==> src/rtl/brc_pkg.sv <==
// Shared types and constants for the barometer compensation block.
package brc_pkg;

    // Sequencer step codes.
    localparam logic [4:0] ST_IDLE  = 5'd0;
    localparam logic [4:0] ST_T0    = 5'd1;
    localparam logic [4:0] ST_T1    = 5'd2;
    localparam logic [4:0] ST_T2    = 5'd3;
    localparam logic [4:0] ST_T3    = 5'd4;
    localparam logic [4:0] ST_P0    = 5'd5;
    localparam logic [4:0] ST_P1    = 5'd6;
    localparam logic [4:0] ST_P2    = 5'd7;
    localparam logic [4:0] ST_P3    = 5'd8;
    localparam logic [4:0] ST_P4    = 5'd9;
    localparam logic [4:0] ST_P5    = 5'd10;
    localparam logic [4:0] ST_P6    = 5'd11;
    localparam logic [4:0] ST_DIV   = 5'd12;
    localparam logic [4:0] ST_Q0    = 5'd13;
    localparam logic [4:0] ST_Q1    = 5'd14;
    localparam logic [4:0] ST_Q2    = 5'd15;
    localparam logic [4:0] ST_Q3    = 5'd16;
    localparam logic [4:0] ST_OUT   = 5'd17;

    // Register indexes.
    localparam logic [2:0] REG_T1   = 3'd0;
    localparam logic [2:0] REG_T2   = 3'd1;
    localparam logic [2:0] REG_T3   = 3'd2;
    localparam logic [2:0] REG_P1   = 3'd3;
    localparam logic [2:0] REG_P23  = 3'd4;
    localparam logic [2:0] REG_P45  = 3'd5;
    localparam logic [2:0] REG_P67  = 3'd6;
    localparam logic [2:0] REG_P89  = 3'd7;

    localparam logic [63:0] FINE_OFFSET = 64'd128000;
    localparam logic [63:0] PRESS_FULL  = 64'd1048576;
    localparam logic [63:0] PRESS_SCALE = 64'd3125;

    typedef logic [63:0] word_t;

    // Control from the sequencer to the divider.
    typedef struct packed {
        logic  start;
        word_t dividend;
        word_t divisor;
    } div_req_t;

endpackage

==> src/rtl/brc_div.sv <==
// Radix-2 restoring divider for signed 64-bit operands, truncating toward zero.
module brc_div
    import brc_pkg::*;
(
    input  logic     aclk,
    input  logic     aresetn,
    input  div_req_t req,
    output logic     done,
    output word_t    quotient
);
    logic [6:0] cnt_reg;
    logic       busy_reg, neg_reg;
    word_t      rem_reg, quo_reg, den_reg;
    logic [64:0] trial;

    assign trial = {rem_reg, quo_reg[63]} - {1'b0, den_reg};

    always_ff @(posedge aclk) begin
        if (!aresetn) begin
            busy_reg <= 1'b0;
            done     <= 1'b0;
            cnt_reg  <= '0;
        end else begin
            done <= 1'b0;
            if (req.start) begin
                busy_reg <= 1'b1;
                cnt_reg  <= 7'd64;
                rem_reg  <= '0;
                quo_reg  <= req.dividend[63] ? -req.dividend : req.dividend;
                den_reg  <= req.divisor[63] ? -req.divisor : req.divisor;
                neg_reg  <= req.dividend[63] ^ req.divisor[63];
            end else if (busy_reg) begin
                // One quotient bit a cycle.
                if (!trial[64]) begin
                    rem_reg <= trial[63:0];
                    quo_reg <= {quo_reg[62:0], 1'b1};
                end else begin
                    rem_reg <= {rem_reg[62:0], quo_reg[63]};
                    quo_reg <= {quo_reg[62:0], 1'b0};
                end
                cnt_reg <= cnt_reg - 7'd1;
                if (cnt_reg == 7'd1) begin
                    busy_reg <= 1'b0;
                    done     <= 1'b1;
                end
            end
        end
    end

    assign quotient = neg_reg ? -quo_reg : quo_reg;
endmodule

==> config.mk <==
export PLATFORM = sky130hd
export DESIGN_NAME = brc_div
export DESIGN_NICKNAME = d
export VERILOG_FILES = /design/src/rtl/brc_pkg.sv /design/src/rtl/brc_div.sv
export SDC_FILE = /design/constraint.sdc
export NUM_CORES = 1
export LEC_CHECK = 0
export BUFFER_PORTS_ARGS = -buffer_cell sky130_fd_sc_hd__buf_2
export CORE_MARGIN = 2
export CORE_UTILIZATION = 60
export CTS_BUF_LIST = sky130_fd_sc_hd__clkbuf_16
export DETAILED_ROUTE_END_ITERATION = 8
export PLACE_DENSITY = 0.79
export SLEW_MARGIN = 10
export SYNTH_ARGS = -nofsm -noshare
export SYNTH_HDL_FRONTEND = slang
export SYNTH_SLANG_ARGS = --single-unit
==> constraint.sdc <==
create_clock -name aclk -period 12.78 [get_ports aclk]
set_input_delay 2.556 -clock aclk [delete_from_list [all_inputs] [get_ports aclk]]
set_output_delay 2.556 -clock aclk [all_outputs]
set_load 0.01 [all_outputs]
* Word-level counts from Yosys, hierarchy flattened *
Index checks and enable logic that the tools add are counted.
Widths: inputs -> output; s select.

word-level totals
  bits in registers = 202
  ROM bits = 0
  bits in writable memories = 0
  memories kept = 0
  latch bits = 0

cells by class
  $lt $le $gt $ge = 0
  shifts and indexed selects = 0
  eq/ne operators = 1
  bitwise gates (word level) = 3
  reduce and logical (&&, ||, !) cells = 5
  divide/modulo/power cells = 0
  multiplexer cells = 14
  add/subtract/negate cells = 5
  $mul = 0

operator list
  operator             number
  $mux 64              6
  $neg 64->64          3
  $sub 65x64->65       1
  $mux 63              1
  $mux 7               2
  $eq 7x1->1 const B   1
  $sub 7x1->7 const B  1
  $mux 1               5
  $reduce_and 2->1     2
  $reduce_or 3->1      1
  $not 1->1            2
  $reduce_bool 2->1    1
  $reduce_or 2->1      1
  $xor 1x1->1          1

* Longest topological paths before layout *
Gate-level depths: netlist (run 1).

  depth after elaboration = 4
  mapped depth = 15
  mapped depth without buffers = 13

* Least setup slack after synthesis (run 1) *
No wires, ideal clock.

  path kind = input-to-reg
  from = input req[128] (netlist bit)
  to = register busy_reg
  setup time = 0.071 ns
  arrival time = 6.424 ns
  buffers on the path = 2
  cell stages on the path = 4
  slack = 6.285 ns
  cell sequence = clkbuf_1 -> clkbuf_1 -> o21a_1 -> o41a_1

between the ends
  word-level cells in the longest chain between the ends = 1

RTL lines
  item                  line           text
  start, declared       brc_div.sv:7   input div_req_t req,
  $mux 1                brc_div.sv:25  if (req.start) begin
  end signal, assigned  brc_div.sv:20  busy_reg <= 1'b0;
  end signal, assigned  brc_div.sv:26  busy_reg <= 1'b1;
  end signal, assigned  brc_div.sv:43  busy_reg <= 1'b0;
  end, declared         brc_div.sv:12  logic busy_reg, neg_reg;

No other way between the ends.
A chain may end at the register's enable or synchronous reset.

* Worst setup path after layout (run 1) *
  from = register quo_reg[0]
  to = output quotient[54]

between the ends
  word-level cells in the longest chain between the ends = 2

RTL lines
  item                    line           text
  start, declared         brc_div.sv:13  word_t rem_reg, quo_reg, den_reg;
  start signal, assigned  brc_div.sv:29  quo_reg <= req.dividend[63] ? -req.dividend : req.dividend;
  start signal, assigned  brc_div.sv:36  quo_reg <= {quo_reg[62:0], 1'b1};
  start signal, assigned  brc_div.sv:39  quo_reg <= {quo_reg[62:0], 1'b0};
  $neg 64->64             brc_div.sv:50  assign quotient = neg_reg ? -quo_reg : quo_reg;
  $mux 64                 brc_div.sv:50
  end, declared           brc_div.sv:9   output word_t quotient

No other way between the ends.

==> results of run 1 <==
[worst max-delay path: stages, from the launching register on]
cell and delay, ns:
edfxtp_1 0.44, inv_1 0.09, ha_1 0.16, nand2b_1 0.07, or4_1 0.42, or2_1 0.28, nand2b_4 0.20, nand4b_4 0.20
or4_4 0.54, or3_1 0.43, or4_1 0.67, o31ai_1 0.34, xnor2_1 0.14, buf_2 0.14
[logic make-up after synthesis]
group / Yosys count / synth area share [%]
compound gates: 461 / 18.59
xor+xnor: 249 / 13.82
fa+ha+maj: 70 / 5.600
buf+inv: 178 / 4.315
flops: 202 / 37.88
mux: 56 / 3.585
simple gates: 503 / 16.20
[cell usage in the layout, fill, tap and decap left out, drive strengths merged, types with 52 or more instances in the layout]
master,instances
buf,201
edfxtp,193
nor2,170
xnor2,156
a21oi,141
nand2,112
o21ai,108
inv,96
xor2,93
ha,69
o31ai,54
mux2i,52
[synthesized netlist by cell type (4+ instances only)]
cell,count
edfxtp_1,193
nor2_1,169
xnor2_1,156
a21oi_1,141
nand2_1,112
o21ai_0,103
inv_1,94
xor2_1,93
clkbuf_1,72
ha_1,69
o31ai_1,53
mux2i_1,52
a21o_1,32
nand2b_1,29
nor3_1,29
o41ai_1,29
or4_1,26
or3_1,25
nand4_1,24
nor4_1,16
a31oi_1,15
nand3_1,15
a211oi_1,12
o21bai_1,11
dfxtp_1,9
or2_2,9
a21boi_0,7
buf_2,7
o21a_1,7
o22ai_1,7
a211o_1,6
o211ai_1,6
and2_1,5
or2_1,5
and3_1,4
buf_1,4
mux2_2,4
nor2b_1,4
nor3b_1,4
o221ai_1,4
or3_4,4
or4_4,4
[through the flow]
stage	instances	worst slack, ns	instance area, um2	power, uW	hold slack [ns]
6_report	2210	5.594	17690	2304	0.4766
5_1_grt	2210	5.411	17690	2424	0.4936
4_1_cts	2210	5.575	17690	2305	0.4788
3_5_place_dp	2171	6.130	16910	1609	0.4704
3_3_place_gp	2171	6.244	16910	1590	0.4553
2_1_floorplan	1719	6.285	15780	1411	0.4412
[layer usage]
metal	track usage [%]	part of all wire, %	up-vias
li1	-	-	6568
met1	39.45	45	6338
met2	44.99	46	566
met3	3.503	7.1	63
met4	7.486	2.4	0
met5	0	0	-
[layout make-up]
type	instances	area, um2	share of cell area [%]
timing repair buffer	201	1027	5.808
sequential	202	5976	33.79
tap	335	419.2	2.370
clock inverter	16	201.4	1.139
clock buffer	23	575.6	3.254
multi-input combinational	1339	9135	51.65
inverter	94	352.8	1.995
[worst paths after layout]
check / slack [ns] / endpoint / depth (start not counted) / from
max: 5.59 / quotient[54] / 13 / quo_reg[0]$_DFFE_PP_
min: 0.48 / done$_SDFF_PP0_ / 1 / cnt_reg[6]$_SDFFE_PN0N_
max reg2reg: 6.64 / rem_reg[54]$_SDFFCE_PP0P_ / 14 / quo_reg[63]$_DFFE_PP_
min reg2reg: 0.48 / done$_SDFF_PP0_ / 1 / cnt_reg[6]$_SDFFE_PN0N_
[power by group]
part / leakage, uW / internal [uW] / switching, uW
clock network: 0.000391 / 426 / 267
registers: 0.00191 / 812 / 44.4
logic: 0.00470 / 311 / 444
==> results.toml, run 1 <==
[clocking]
cts_resized = 0
cts_inserted_buffers = 23
clockBufferDepth = 3
clockRootBuffer = "clkbuf_16"
cts_tree = "built"
cts_setup_buffers = 0
htree_levels = 1
clkLatencyLatePin_ns = 0.51
path_clk_slew_ns = 0.06
cts_sinks = 202
cts_hold_buf = 0

[placed_design]
dpl.hpwl_mm = 29.15
gp_congestion = 0.9358
io_buffers = 195

[yosys]
ys_top_cells_by_area = "edfxtp_1 (37%), xnor2_1 (8.7%), ha_1 (5.5%), xor2_1 (5.2%), a21oi_1 (4.5%)"
yosysWarnings = 0
ys.flop_type = "edfxtp_1"
yosysUniqueCellTypes = 75
synth_seq_area_share_pct = 37.88
syn_nets = 1920
synth_area_leader_cell = "edfxtp_1"
synth_edf_count = 193
synthCells = 1719
synth_area_um2 = 15780
synth_top_area_share_pct = 36.74
ys_seq_elements = 202
syn_avg_cell_area_um2 = 9.177
ys_async_sr_fraction_pct = 0

[drt]
viasPerCell = 6.124
dr.pass1.iters = 6
wire_per_inst_um = 17.96
ant_nets = 0
drc_errors = 0
dr.first_iter.drc_count = 1365
finalWirelength_mm = 39.69
vias = 13540

[critical_path]
endpoint_kind = "output port"
setup.worst_path.start_class = "register"
critPathKind = "reg2out"
crit_arrival_ns = 4.63
crit_path_max_fanout = 7
worstPathRequired_ns = 10.22

[sta]
worst_pin_slew_ns = 1.128
period_share_pct = 56.23
min_period_ns = 7.186
setup-tns-final_ns = 0
setup_viol = 0
skew_ns = 0.01522
finalHoldViolCount = 0
slew_headroom_pct = 24.82
rsz0062_at_grt = "false"
fmax_ghz = 0.1392
report.final.slew_viol_count = 0

[floorplanning]
core-area_um2 = 25910
start_util_pct = 60.88
io_pins = 196
die_area_um2 = 27600
die-height_um = 166.1
die_x_um = 166.1
num_rows = 59

[power]
peakVddDrop_uv = 83.74
p_leak_uw = 0.007002
power.density_nw_per_um2 = 130.3

[finish]
areaGrowthSynthToFinish_pct = 12.12
nets = 2062
fill_cells = 2109
drive_gt1_share_pct = 14.67
diodes = 0
final_core_util_pct = 68.26

[global_route]
track_usage_pct = 27.72
grt_pass1_vias = 12440
antenna_found_initial = 0
grt_max_degree = 104
grt_pass1_wl_mm = 63.63
gr-total-overflow = 0

[outcome]
outcome = "finished clean"

[run]
maxCapViolations = 0

[hold_path]
hold_path.class = "reg2reg"
Power figures use the tool's default switching activity.
==> run 2, diff against run 1 <==
clock period = 6.8 ns   (was 12.78 ns; I/O delays follow)
==> results.toml, run 2 (synthesis results as in run 1) <==
[run]
maxCapViolations = 0

[sta]
skew_ns = 0.02490
rsz0062_at_grt = "false"
slew_headroom_pct = 25.13
setup_viol = 0
setup-tns-final_ns = 0
report.final.slew_viol_count = 0
worst_pin_slew_ns = 1.123
period_share_pct = 87.09
finalHoldViolCount = 0
min_period_ns = 5.922
fmax_ghz = 0.1689
whs_ns = 0.4774

[hold_path]
min-delay-start = "cnt_reg[6]$_SDFFE_PN0N_"
hold_path.class = "reg2reg"
min_to = "done$_SDFF_PP0_"
hold_depth = 1

[floorplanning]
num_rows = 59
die_area_um2 = 27600
core-area_um2 = 25910
die_x_um = 166.1
io_pins = 196
die-height_um = 166.1
start_util_pct = 60.88

[clocking]
clkLatencyLatePin_ns = 0.53
cts_tree = "built"
path_clk_slew_ns = 0.06
clockBufferDepth = 3
cts_resized = 0
clockRootBuffer = "clkbuf_16"
cts_sinks = 202
cts_inserted_buffers = 23
cts_hold_buf = 0
cts_setup_buffers = 0
htree_levels = 1

[power]
power_uw = 4252
combPwrFrac_pct = 33.5
netSwitchingFraction_pct = 33.83
p_leak_uw = 0.006980
p_seq_share_pct = 37.9
intPower_uw = 2813
power.density_nw_per_um2 = 240.4
p_switching_uw = 1438
peakVddDrop_uv = 168.5
power_frac_clock_pct = 28.7

[drt]
finalWirelength_mm = 39.68
dr.pass1.iters = 5
ant_nets = 0
dr.first_iter.drc_count = 1186
wire_per_inst_um = 17.91
drc_errors = 0
vias = 13510
viasPerCell = 6.100

[critical_path]
crit_arrival_ns = 4.56
worstPathCellList = "inv_1, ha_1, nand2b_1, or4_1, or2_1, nand2b_4, nand4b_4, or4_4, or3_1, or4_1, o31ai_1, xnor2_1, buf_2"
reg2reg_to = "rem_reg[37]$_SDFFCE_PP0P_"
worstPathRequired_ns = 5.44
cpPeakStageDelay_ns = 0.65
reg2reg_slack_ns = 1.61
reg2reg_depth = 14
critPathKind = "reg2out"
reg2reg_from = "quo_reg[63]$_DFFE_PP_"
setup.worst_path.start_class = "register"
endpoint_kind = "output port"
critPathMostFrequentCell = "or4_1"
crit_path_max_fanout = 7
crit_path_top_delay_cell = "or4_1"

[finish]
diodes = 0
fill_cells = 2074
final_common_cell = "buf_2"
drive_gt1_share_pct = 15.05
finalNonFillerCells = 2215
layout_common_cells = "buf_2 (194), edfxtp_1 (193), nor2_1 (169)"
nets = 2065
areaGrowthSynthToFinish_pct = 12.10
fin_area_um2 = 17680

[global_route]
grt_max_degree = 101
track_usage_pct = 27.78
grt_pass1_vias = 12610
gr-total-overflow = 0
antenna_found_initial = 0
grt_pass1_wl_mm = 63.66

[outcome]
outcome = "finished clean"

[placed_design]
dpl.hpwl_mm = 29.65
gp_congestion = 0.9822
io_buffers = 195
dpl_cell_area_um2 = 16950
dp_cells = 2174
-- run 2: cell types whose count changed in the layout (fill, tap and decap cells not counted) --
cell / before / now
clkinv_1: 4 / 2
inv_6: 0 / 2
clkinvlp_4: 0 / 6
inv_1: 96 / 95
bufinv_16: 5 / 2
buf_12: 0 / 1
buf_4: 6 / 8
-- run 2: power groups by stage --
stage,Combinational (uW),Clock (uW),Sequential (uW)
4_1_cts,1410,1240,1610
5_1_grt,1570,1290,1620
3_3_place_gp,1370,0,1630
3_5_place_dp,1400,0,1630
2_1_floorplan,1050,0,1610
6_report,1420,1220,1610
-- run 2: how the worst max path moves through the flow --
stage                         startpoint  slack, ns  cells past startpoint                   to
floorplan                       req[128]       1.50                      4  busy_reg$_SDFF_PN0_
global placement    quo_reg[0]$_DFFE_PP_       1.48                     13         quotient[52]
detailed placement  quo_reg[0]$_DFFE_PP_       1.39                     13         quotient[58]
CTS                 quo_reg[0]$_DFFE_PP_       0.85                     13         quotient[58]
global route        quo_reg[0]$_DFFE_PP_       0.66                     13         quotient[58]
finish              quo_reg[0]$_DFFE_PP_       0.88                     13         quotient[58]
-- run 2: layout make-up --
type                            count  area (um2)  area share (%)
Clock buffer                       23       575.6           3.255
Multi-Input combinational cell   1339        9135           51.66
Clock inverter                     18       162.7          0.9198
Timing Repair Buffer              204        1062           6.007
Tap cell                          335       419.2           2.370
Inverter                           94       352.8           1.995
Sequential cell                   202        5976           33.79
-- run 2: per-stage QoR --
stage | setup WS [ns] | util [%]
final | 0.8780 | 68.25
after global routing | 0.6646 | 68.25
after CTS | 0.8503 | 68.25
after detailed placement | 1.392 | 65.40
after global placement | 1.481 | 65.40
after floorplan | 1.501 | -
-- run 2: critical path: cells and delay by family (launching register included) --
kind,cells,cell delay (ns)
AOI/OAI and AO/OA,1,0.34
buffers and inverters,2,0.23
xor gates and xnor gates,1,0.15
adders and majority gates,1,0.15
DFF,1,0.43
and+or+nand+nor,8,2.76
-- run 2: per-layer routing --
layer	track usage, %	vias to the layer above	wire [um]
met2	45.59	567	18090
met1	39.55	6282	17820
met4	7.410	0	899
li1	-	6593	-
met5	0	-	0
met3	2.860	70	2867
