$ cat src/rtl/brc_pkg.sv
// Shared types and constants for the barometer compensation block.
package brc_pkg;

    // Sequencer step codes.
    localparam logic [4:0] ST_IDLE  = 5'd0;
    localparam logic [4:0] ST_T0    = 5'd1;
    localparam logic [4:0] ST_T1    = 5'd2;
    localparam logic [4:0] ST_T2    = 5'd3;
    localparam logic [4:0] ST_T3    = 5'd4;
    localparam logic [4:0] ST_P0    = 5'd5;
    localparam logic [4:0] ST_P1    = 5'd6;
    localparam logic [4:0] ST_P2    = 5'd7;
    localparam logic [4:0] ST_P3    = 5'd8;
    localparam logic [4:0] ST_P4    = 5'd9;
    localparam logic [4:0] ST_P5    = 5'd10;
    localparam logic [4:0] ST_P6    = 5'd11;
    localparam logic [4:0] ST_DIV   = 5'd12;
    localparam logic [4:0] ST_Q0    = 5'd13;
    localparam logic [4:0] ST_Q1    = 5'd14;
    localparam logic [4:0] ST_Q2    = 5'd15;
    localparam logic [4:0] ST_Q3    = 5'd16;
    localparam logic [4:0] ST_OUT   = 5'd17;

    // Register indexes.
    localparam logic [2:0] REG_T1   = 3'd0;
    localparam logic [2:0] REG_T2   = 3'd1;
    localparam logic [2:0] REG_T3   = 3'd2;
    localparam logic [2:0] REG_P1   = 3'd3;
    localparam logic [2:0] REG_P23  = 3'd4;
    localparam logic [2:0] REG_P45  = 3'd5;
    localparam logic [2:0] REG_P67  = 3'd6;
    localparam logic [2:0] REG_P89  = 3'd7;

    localparam logic [63:0] FINE_OFFSET = 64'd128000;
    localparam logic [63:0] PRESS_FULL  = 64'd1048576;
    localparam logic [63:0] PRESS_SCALE = 64'd3125;

    typedef logic [63:0] word_t;

    // Control from the sequencer to the divider.
    typedef struct packed {
        logic  start;
        word_t dividend;
        word_t divisor;
    } div_req_t;

endpackage

$ cat src/rtl/brc_mul.sv
// Shared 64x64 modulo multiplier built from three 32x32 partial products.
module brc_mul
    import brc_pkg::*;
(
    input  logic  aclk,
    input  logic  aresetn,
    input  logic  start,
    input  word_t op_a,
    input  word_t op_b,
    output logic  done,
    output word_t product
);
    logic [1:0]  step_reg;
    logic        busy_reg;
    word_t       a_reg, b_reg, acc_reg;
    logic [31:0] ma, mb;
    logic [63:0] pp;

    // Pick one partial product a cycle; only low 64 bits are kept.
    always_comb begin
        case (step_reg)
            2'd0: begin ma = a_reg[31:0];  mb = b_reg[31:0];  end
            2'd1: begin ma = a_reg[63:32]; mb = b_reg[31:0];  end
            2'd2: begin ma = a_reg[31:0];  mb = b_reg[63:32]; end
            default: begin ma = a_reg[31:0]; mb = b_reg[31:0]; end
        endcase
        pp = 64'(ma) * 64'(mb);
    end

    always_ff @(posedge aclk) begin
        if (!aresetn) begin
            busy_reg <= 1'b0;
            step_reg <= 2'd0;
            done     <= 1'b0;
        end else begin
            done <= 1'b0;
            if (start) begin
                busy_reg <= 1'b1;
                step_reg <= 2'd0;
                acc_reg  <= '0;
                a_reg    <= op_a;
                b_reg    <= op_b;
            end else if (busy_reg) begin
                if (step_reg == 2'd0) begin
                    acc_reg <= pp;
                end else begin
                    acc_reg <= acc_reg + {pp[31:0], 32'd0};
                end
                if (step_reg == 2'd2) begin
                    busy_reg <= 1'b0;
                    done     <= 1'b1;
                end
                step_reg <= step_reg + 2'd1;
            end
        end
    end

    assign product = acc_reg;
endmodule

$ cat config.mk
export PLATFORM = sky130hd
export DESIGN_NAME = brc_mul
export DESIGN_NICKNAME = d
export VERILOG_FILES = /design/src/rtl/brc_pkg.sv /design/src/rtl/brc_mul.sv
export SDC_FILE = /design/constraint.sdc
export NUM_CORES = 2
export LEC_CHECK = 0
export ABC_AREA = 1
export BUFFER_PORTS_ARGS = -buffer_cell sky130_fd_sc_hd__clkbuf_2
export CAP_MARGIN = 20
export CORE_ASPECT_RATIO = 1.75
export CORE_MARGIN = 2
export CORE_UTILIZATION = 25
export CTS_BUF_LIST = sky130_fd_sc_hd__clkbuf_2
export DETAILED_ROUTE_END_ITERATION = 8
export GPL_ROUTABILITY_DRIVEN = 0
export RECOVER_POWER = 100
export SYNTH_ARGS = -nofsm -noshare
export SYNTH_HDL_FRONTEND = slang
export SYNTH_SLANG_ARGS = --single-unit
$ cat constraint.sdc
create_clock -name aclk -period 10 [get_ports aclk]
set_input_delay 2 -clock aclk [delete_from_list [all_inputs] [get_ports aclk]]
set_output_delay 2 -clock aclk [all_outputs]
set_load 0.02 [all_outputs]
==> Yosys cells after proc, flatten, opt, wreduce, memory -nomap -nowiden <==
Cells that the tools add are included.
{ "totals": {"regBits": 196, "latchBits": 0, "ram_bits": 0, "romBits": 0, "inputBits": 131, "word_cells": 27, "memories": 0} }
{ "op_classes": {"n_addsub": 2, "mul": 1, "div_mod_pow": 0, "n_lt_le_gt_ge": 0, "n_eq_ne": 2, "shift": 0, "muxes": 8, "bitwise": 2, "reduce_logical": 6} }
{ "op_table": {"columns": ["operator", "count"], "rows": [
  ["two-way mux 64 bit", 2],
  ["adder 64 bit", 1],
  ["multiplier 32 x 32 -> 64 bit", 1],
  ["two-way mux 32 bit", 2],
  ["two-way mux 1 bit", 4],
  ["AND reduction 2 bit", 2],
  ["OR reduction 3 bit", 1],
  ["adder 2 x 1 -> 2 bit, second input constant", 1],
  ["== test 2 x 1 -> 1 bit, second input constant", 1],
  ["== test 2 bit, second input constant", 1],
  ["zero test 2 bit", 1],
  ["inverter 1 bit", 2],
  ["nonzero test 2 bit", 1],
  ["OR reduction 2 bit", 1]
]} }

==> Longest topological paths before layout <==
{ "logic_depth": {"depth_word": 6, "depth_mapped": 48, "depth_no_buf": 45} }

==> Worst setup path before layout <==
Ideal clock, no wire load.
{ "synth_path": {"path_kind": "register -> register", "from": "register step_reg[0]", "to": "register acc_reg[63] (netlist: product[63]) (data pin)", "arrival_ps": 8094, "t_required_ps": 9731, "slack_ps": 1637, "stages_incl_launch_ff": 42, "path_cell_list": "dfxtp_1 > inv_1 > ha_1 > buf_2 > buf_2 > buf_2 > o21ai_2 > clkbuf_1 > nand2_1 > fa_1 > inv_1 > fa_1 > fa_1 > inv_1 > fa_1 > inv_1 > fa_1 > inv_1 > [6 not listed] > nor2_1 > inv_2 > nor2_4 > inv_2 > nor2_1 > nor2_1 > nand2_2 > xor2_1 > inv_1 > ha_1 > a21oi_1 > nand2_1 > nor2_1 > o21ai_0 > a21oi_1 > nand3_1 > nand3_2 > a21oi_2"} }
{ "synth_between": {"elab_chain_cells": 6, "word_cells_on_any_way": 9, "cone_classes": "add/sub: 1; mul: 1; eq/ne: 2; mux: 4; reduce/logical: 1"} }
{ "synth_rtl": {"columns": ["element", "line", "rtl"], "rows": [
  ["start, declared", "brc_mul.sv:13", "logic [1:0] step_reg;"],
  ["start signal, assigned", "brc_mul.sv:53", "step_reg <= step_reg + 2'd1;"],
  ["== test 2 x 1 -> 1 bit / == test 2 bit (equally long branches)", "brc_mul.sv:21", "case (step_reg)"],
  ["two-way mux 32 bit", "brc_mul.sv:21", null],
  ["multiplier 32 x 32 -> 64 bit", "brc_mul.sv:27", "pp = 64'(ma) * 64'(mb);"],
  ["adder 64 bit", "brc_mul.sv:47", "acc_reg <= acc_reg + {pp[31:0], 32'd0};"],
  ["two-way mux 64 bit (*)", "brc_mul.sv:44", "if (step_reg == 2'd0) begin"],
  ["two-way mux 64 bit (*)", "brc_mul.sv:43", "end else if (busy_reg) begin"],
  ["end signal, assigned", "brc_mul.sv:45", "acc_reg <= pp;"],
  ["end signal, assigned", "brc_mul.sv:47", null],
  ["end, declared", "brc_mul.sv:15", "word_t a_reg, b_reg, acc_reg;"]
]} }
Every way passes the cells marked *; elsewhere a longest branch is shown, timed or not. The select of a mux whose other input is x is not followed.
A chain may end at the register's enable or synchronous reset.

==> Worst setup path after layout <==
{ "layout_path": {"from": "register step_reg[0]", "to": "register acc_reg[33] (netlist: product[33]) (data pin)"} }
Same word-level chain as after synthesis.

==> report_table.html <==
<table>
<tr><th>Metric</th><th>Value</th></tr>
<tr><th colspan="2">Finish</th></tr>
<tr><td>Filler Cells Inserted</td><td>18.4k</td></tr>
<tr><td>Area growth from synthesis to final layout</td><td>13.2%</td></tr>
<tr><td>Fraction of layout cells with a size suffix above 1</td><td>10.4%</td></tr>
<tr><td>Final-stage net count</td><td>around 6.7k</td></tr>
<tr><th colspan="2">Setup path</th></tr>
<tr><td>Crit-path max FO</td><td>17</td></tr>
<tr><td>Arrival time reported for the critical path endpoint</td><td>10760 ps</td></tr>
<tr><td>Most frequent cell on the critical path</td><td>sky130_fd_sc_hd__inv_1</td></tr>
<tr><td>Internal reg-to-reg setup slack</td><td>210 ps</td></tr>
<tr><td>Startpoint class of the critical path</td><td>flip-flop</td></tr>
<tr><td>Cell at the slowest stage of the critical path</td><td>sky130_fd_sc_hd__o21ai_2</td></tr>
<tr><td>Kind of end point of the critical path</td><td>flip-flop</td></tr>
<tr><td>Largest stage delay, worst path</td><td>680 ps</td></tr>
<tr><td>Worst endpoint required time</td><td>10980 ps</td></tr>
<tr><td>Class of the most critical setup path</td><td>reg2reg</td></tr>
<tr><th colspan="2">Timing</th></tr>
<tr><td>Slew at the pin closest to its max-slew limit</td><td>between 4000 and 5000 ps</td></tr>
<tr><td>Number of max-slew violations in the final report</td><td>approximately 200</td></tr>
<tr><td>Sum of negative setup slack</td><td>0 ps</td></tr>
<tr><td>Final critical-path share of the clock period</td><td>97.9%</td></tr>
<tr><td>Final hold viol count</td><td>0</td></tr>
<tr><td>Minimum setup slack in the final design</td><td>214 ps</td></tr>
<tr><td>Unrepaired setup endpoints after global routing</td><td>yes</td></tr>
<tr><td>Setup skew after layout</td><td>108 ps</td></tr>
<tr><td>Worst hold margin</td><td>497 ps</td></tr>
<tr><td>Worst slew margin</td><td>-179%</td></tr>
<tr><td>Max Clock Freq</td><td>around 100 MHz</td></tr>
<tr><td>Final setup violation count</td><td>0</td></tr>
<tr><td>Final period demand of the worst path</td><td>9790 ps</td></tr>
<tr><th colspan="2">Clock tree</th></tr>
<tr><td>Maximum root-to-sink buffer count</td><td>2</td></tr>
<tr><td>CTS tree</td><td>built</td></tr>
<tr><td>CTS Buf Count</td><td>17</td></tr>
<tr><td>Source-to-sink clock delay at the later pin of the worst-skew pair</td><td>1130 ps</td></tr>
<tr><td>Register clock-pin slew on the reported worst setup and hold paths</td><td>380 ps</td></tr>
<tr><td>Clock root buffer</td><td>sky130_fd_sc_hd__clkbuf_2</td></tr>
<tr><td>Number of clock sinks</td><td>196</td></tr>
<tr><td>H-tree lvl count</td><td>4</td></tr>
<tr><th colspan="2">Status</th></tr>
<tr><td>Status</td><td>finished with violations</td></tr>
<tr><td>Failing checks</td><td>capacitance limit, slew limit</td></tr>
<tr><th colspan="2">Yosys</th></tr>
<tr><td>Post-synthesis cell area</td><td>42900 um2</td></tr>
<tr><td>Synth Area per Inst</td><td>8.42 um2</td></tr>
<tr><td>Ys async rst share</td><td>0%</td></tr>
<tr><td>Cells taking the most area after synthesis</td><td>sky130_fd_sc_hd__fa_1, sky130_fd_sc_hd__edfxtp_1, sky130_fd_sc_hd__inv_1</td></tr>
<tr><td>Number of enable flip-flop cells after synthesis</td><td>192</td></tr>
<tr><td>Sequential area share after synthesis</td><td>between 10 and 15%</td></tr>
<tr><td>Largest area contributor in the synthesized netlist</td><td>sky130_fd_sc_hd__fa_1</td></tr>
<tr><td>Number of nets produced by synthesis</td><td>6427</td></tr>
<tr><td>FF+latch count, synth</td><td>196</td></tr>
<tr><td>Area share of the largest cell type after synthesis</td><td>about two fifths</td></tr>
<tr><td>Cell variety after synth</td><td>43</td></tr>
<tr><td>Number of instances in the synthesized netlist</td><td>5100</td></tr>
<tr><td>Commonest register cell after synthesis</td><td>sky130_fd_sc_hd__edfxtp_1</td></tr>
<tr><td>Yosys warnings</td><td>0</td></tr>
<tr><th colspan="2">Die</th></tr>
<tr><td>Cell row count</td><td>201</td></tr>
<tr><td>Core Area</td><td>roughly 170000 um2</td></tr>
<tr><td>Vertical die dimension</td><td>552 um</td></tr>
<tr><td>Die area</td><td>175000 um2</td></tr>
<tr><td>I/O pin total</td><td>196</td></tr>
<tr><td>Initial Util</td><td>25.1%</td></tr>
<tr><td>Die extent in x</td><td>317 um</td></tr>
<tr><th colspan="2">Global routing</th></tr>
<tr><td>Maximum number of pins on one net before global-route repair</td><td>76</td></tr>
<tr><td>Global-route wire length before repair</td><td>262 mm</td></tr>
<tr><td>Gr usage total</td><td>20.6%</td></tr>
<tr><td>Aggregate global routing overflow</td><td>0</td></tr>
<tr><td>Via count of the first global-routing pass</td><td>40.4k</td></tr>
<tr><td>Initial antenna violation count</td><td>6</td></tr>
<tr><th colspan="2">Hold path</th></tr>
<tr><td>Min-delay worst type</td><td>reg2reg</td></tr>
<tr><th colspan="2">Job</th></tr>
<tr><td># Max-Cap Violations</td><td>4</td></tr>
<tr><th colspan="2">Detailed routing</th></tr>
<tr><td>Detailed Route Iter0 Violations</td><td>roughly 2.9k</td></tr>
<tr><td>Pre-Repair DR Iteration Count</td><td>8</td></tr>
<tr><td>WL per Instance</td><td>approximately 23 um</td></tr>
<tr><td>Via density</td><td>4.81</td></tr>
<tr><td>Count of antenna-violating nets left after detailed routing</td><td>0</td></tr>
<tr><td>Number of design rule violations left after detail routing</td><td>0</td></tr>
<tr><td>Wire length after detailed routing</td><td>177 mm</td></tr>
<tr><td>Via count</td><td>36.9k</td></tr>
<tr><th colspan="2">Place</th></tr>
<tr><td>Port Buffers</td><td>roughly 200</td></tr>
<tr><td>Pre-CTS setup slack</td><td>around 190 ps</td></tr>
<tr><td>Placed wire-length estimate</td><td>147 mm</td></tr>
</table>
## routing by layer
metal  vias to the layer above  routed length, um  global-route usage [%]
li1                      15700                  -                       -
met1                     18400              54200                    20.2
met2                      1988              89100                    35.9
met3                       840              12300                    3.74
met4                         0              21800                    19.5
met5                         -                  0                       0
## Yosys cell counts (6+ instances only)
cell                          n
sky130_fd_sc_hd__nor3_1      13
sky130_fd_sc_hd__fa_1       897
sky130_fd_sc_hd__o21ai_2     18
sky130_fd_sc_hd__or2_2        7
sky130_fd_sc_hd__inv_2       38
sky130_fd_sc_hd__a21oi_2      8
sky130_fd_sc_hd__nor2_1     590
sky130_fd_sc_hd__nand2_2     17
sky130_fd_sc_hd__clkbuf_1   114
sky130_fd_sc_hd__nand3b_1    14
sky130_fd_sc_hd__a21oi_1    165
sky130_fd_sc_hd__nand3_1     93
sky130_fd_sc_hd__nand4_1     17
sky130_fd_sc_hd__inv_1     1184
sky130_fd_sc_hd__buf_2       68
sky130_fd_sc_hd__xor2_1      29
sky130_fd_sc_hd__o21bai_1    12
sky130_fd_sc_hd__o21ai_1     29
sky130_fd_sc_hd__a21o_1      10
sky130_fd_sc_hd__o21ai_0    140
sky130_fd_sc_hd__nor2_2      20
sky130_fd_sc_hd__nand3_2      6
sky130_fd_sc_hd__o21a_1      10
sky130_fd_sc_hd__nand2_1   1052
sky130_fd_sc_hd__ha_1       299
sky130_fd_sc_hd__edfxtp_1   192
sky130_fd_sc_hd__xnor2_1      8
sky130_fd_sc_hd__clkinv_1    15
## placed cells by master, fill, tap and decap left out, types with 38 or more instances in the layout
cell / synthesis / layout
sky130_fd_sc_hd__o21ai_0: 140 / 122
sky130_fd_sc_hd__ha_1: 299 / 296
sky130_fd_sc_hd__a21oi_1: 165 / 165
sky130_fd_sc_hd__edfxtp_1: 192 / 192
sky130_fd_sc_hd__clkbuf_2: 0 / 97
sky130_fd_sc_hd__nand3_1: 93 / 94
sky130_fd_sc_hd__inv_1: 1184 / 1182
sky130_fd_sc_hd__buf_4: 2 / 268
sky130_fd_sc_hd__clkbuf_1: 114 / 118
sky130_fd_sc_hd__inv_2: 38 / 38
sky130_fd_sc_hd__nor2_1: 590 / 588
sky130_fd_sc_hd__nand2_1: 1052 / 1051
sky130_fd_sc_hd__fa_1: 897 / 897
## per-stage QoR
step | cells | area, um2 | utilization (%)
finish | 7667 | 48600 | 28.4
global placement | 7619 | 48300 | 28.2
global route | 7664 | 48600 | 28.4
floorplan | 5100 | 42900 | -
CTS | 7651 | 48600 | 28.4
detailed placement | 7619 | 48300 | 28.2
## worst paths after layout
check,start,cells past startpoint,endpoint
max,step_reg[0],35,product[33]
min,busy_reg,2,step_reg[0]
max reg2reg,step_reg[0],35,product[33]
min reg2reg,busy_reg,2,step_reg[0]
## kinds of logic (layout without fill, tap and decap cells)
kind of cell / Yosys count / in the layout / synth area share (%)
and+or+nand+nor: 1843 / 1843 / 17.2
buffers and inverters: 1425 / 1751 / 12.7
adders and majority gates: 1196 / 1196 / 50.5
AOI/OAI and AO/OA: 403 / 403 / 5.19
DFF: 196 / 196 / 13.6
xor gates and xnor gates: 37 / 37 / 0.755
other: 0 / 8 / 0
## worst max-delay path, delay by kind of cell, from the launching register on
kind	cells	cell delay [ps]
compound gates	4	1280
buf+inv	15	1930
simple gates	6	1120
flops	1	490
fa+ha+maj	10	4860
## timing repair
item                                    CTS  global route
gates resized for setup                   0            20
endpoints found under the setup margin    0            18
setup buffers                             0             8
hold buffers                              0             0
## final cells by class
class | count | area [um2] | share of cell area, %
antenna | 8 | 20.0 | 0.0412
clock buffer | 17 | 85.1 | 0.175
clock inverter | 15 | 228 | 0.468
inverter | 1237 | 4670 | 9.60
multi-input combinational | 3479 | 31800 | 65.5
sequential | 196 | 5850 | 12.0
tap | 2233 | 2790 | 5.75
timing repair buffer | 482 | 3160 | 6.50
Power is not shown: default switching activity piles up to over one toggle a cycle in this logic, so the estimate is an artifact.
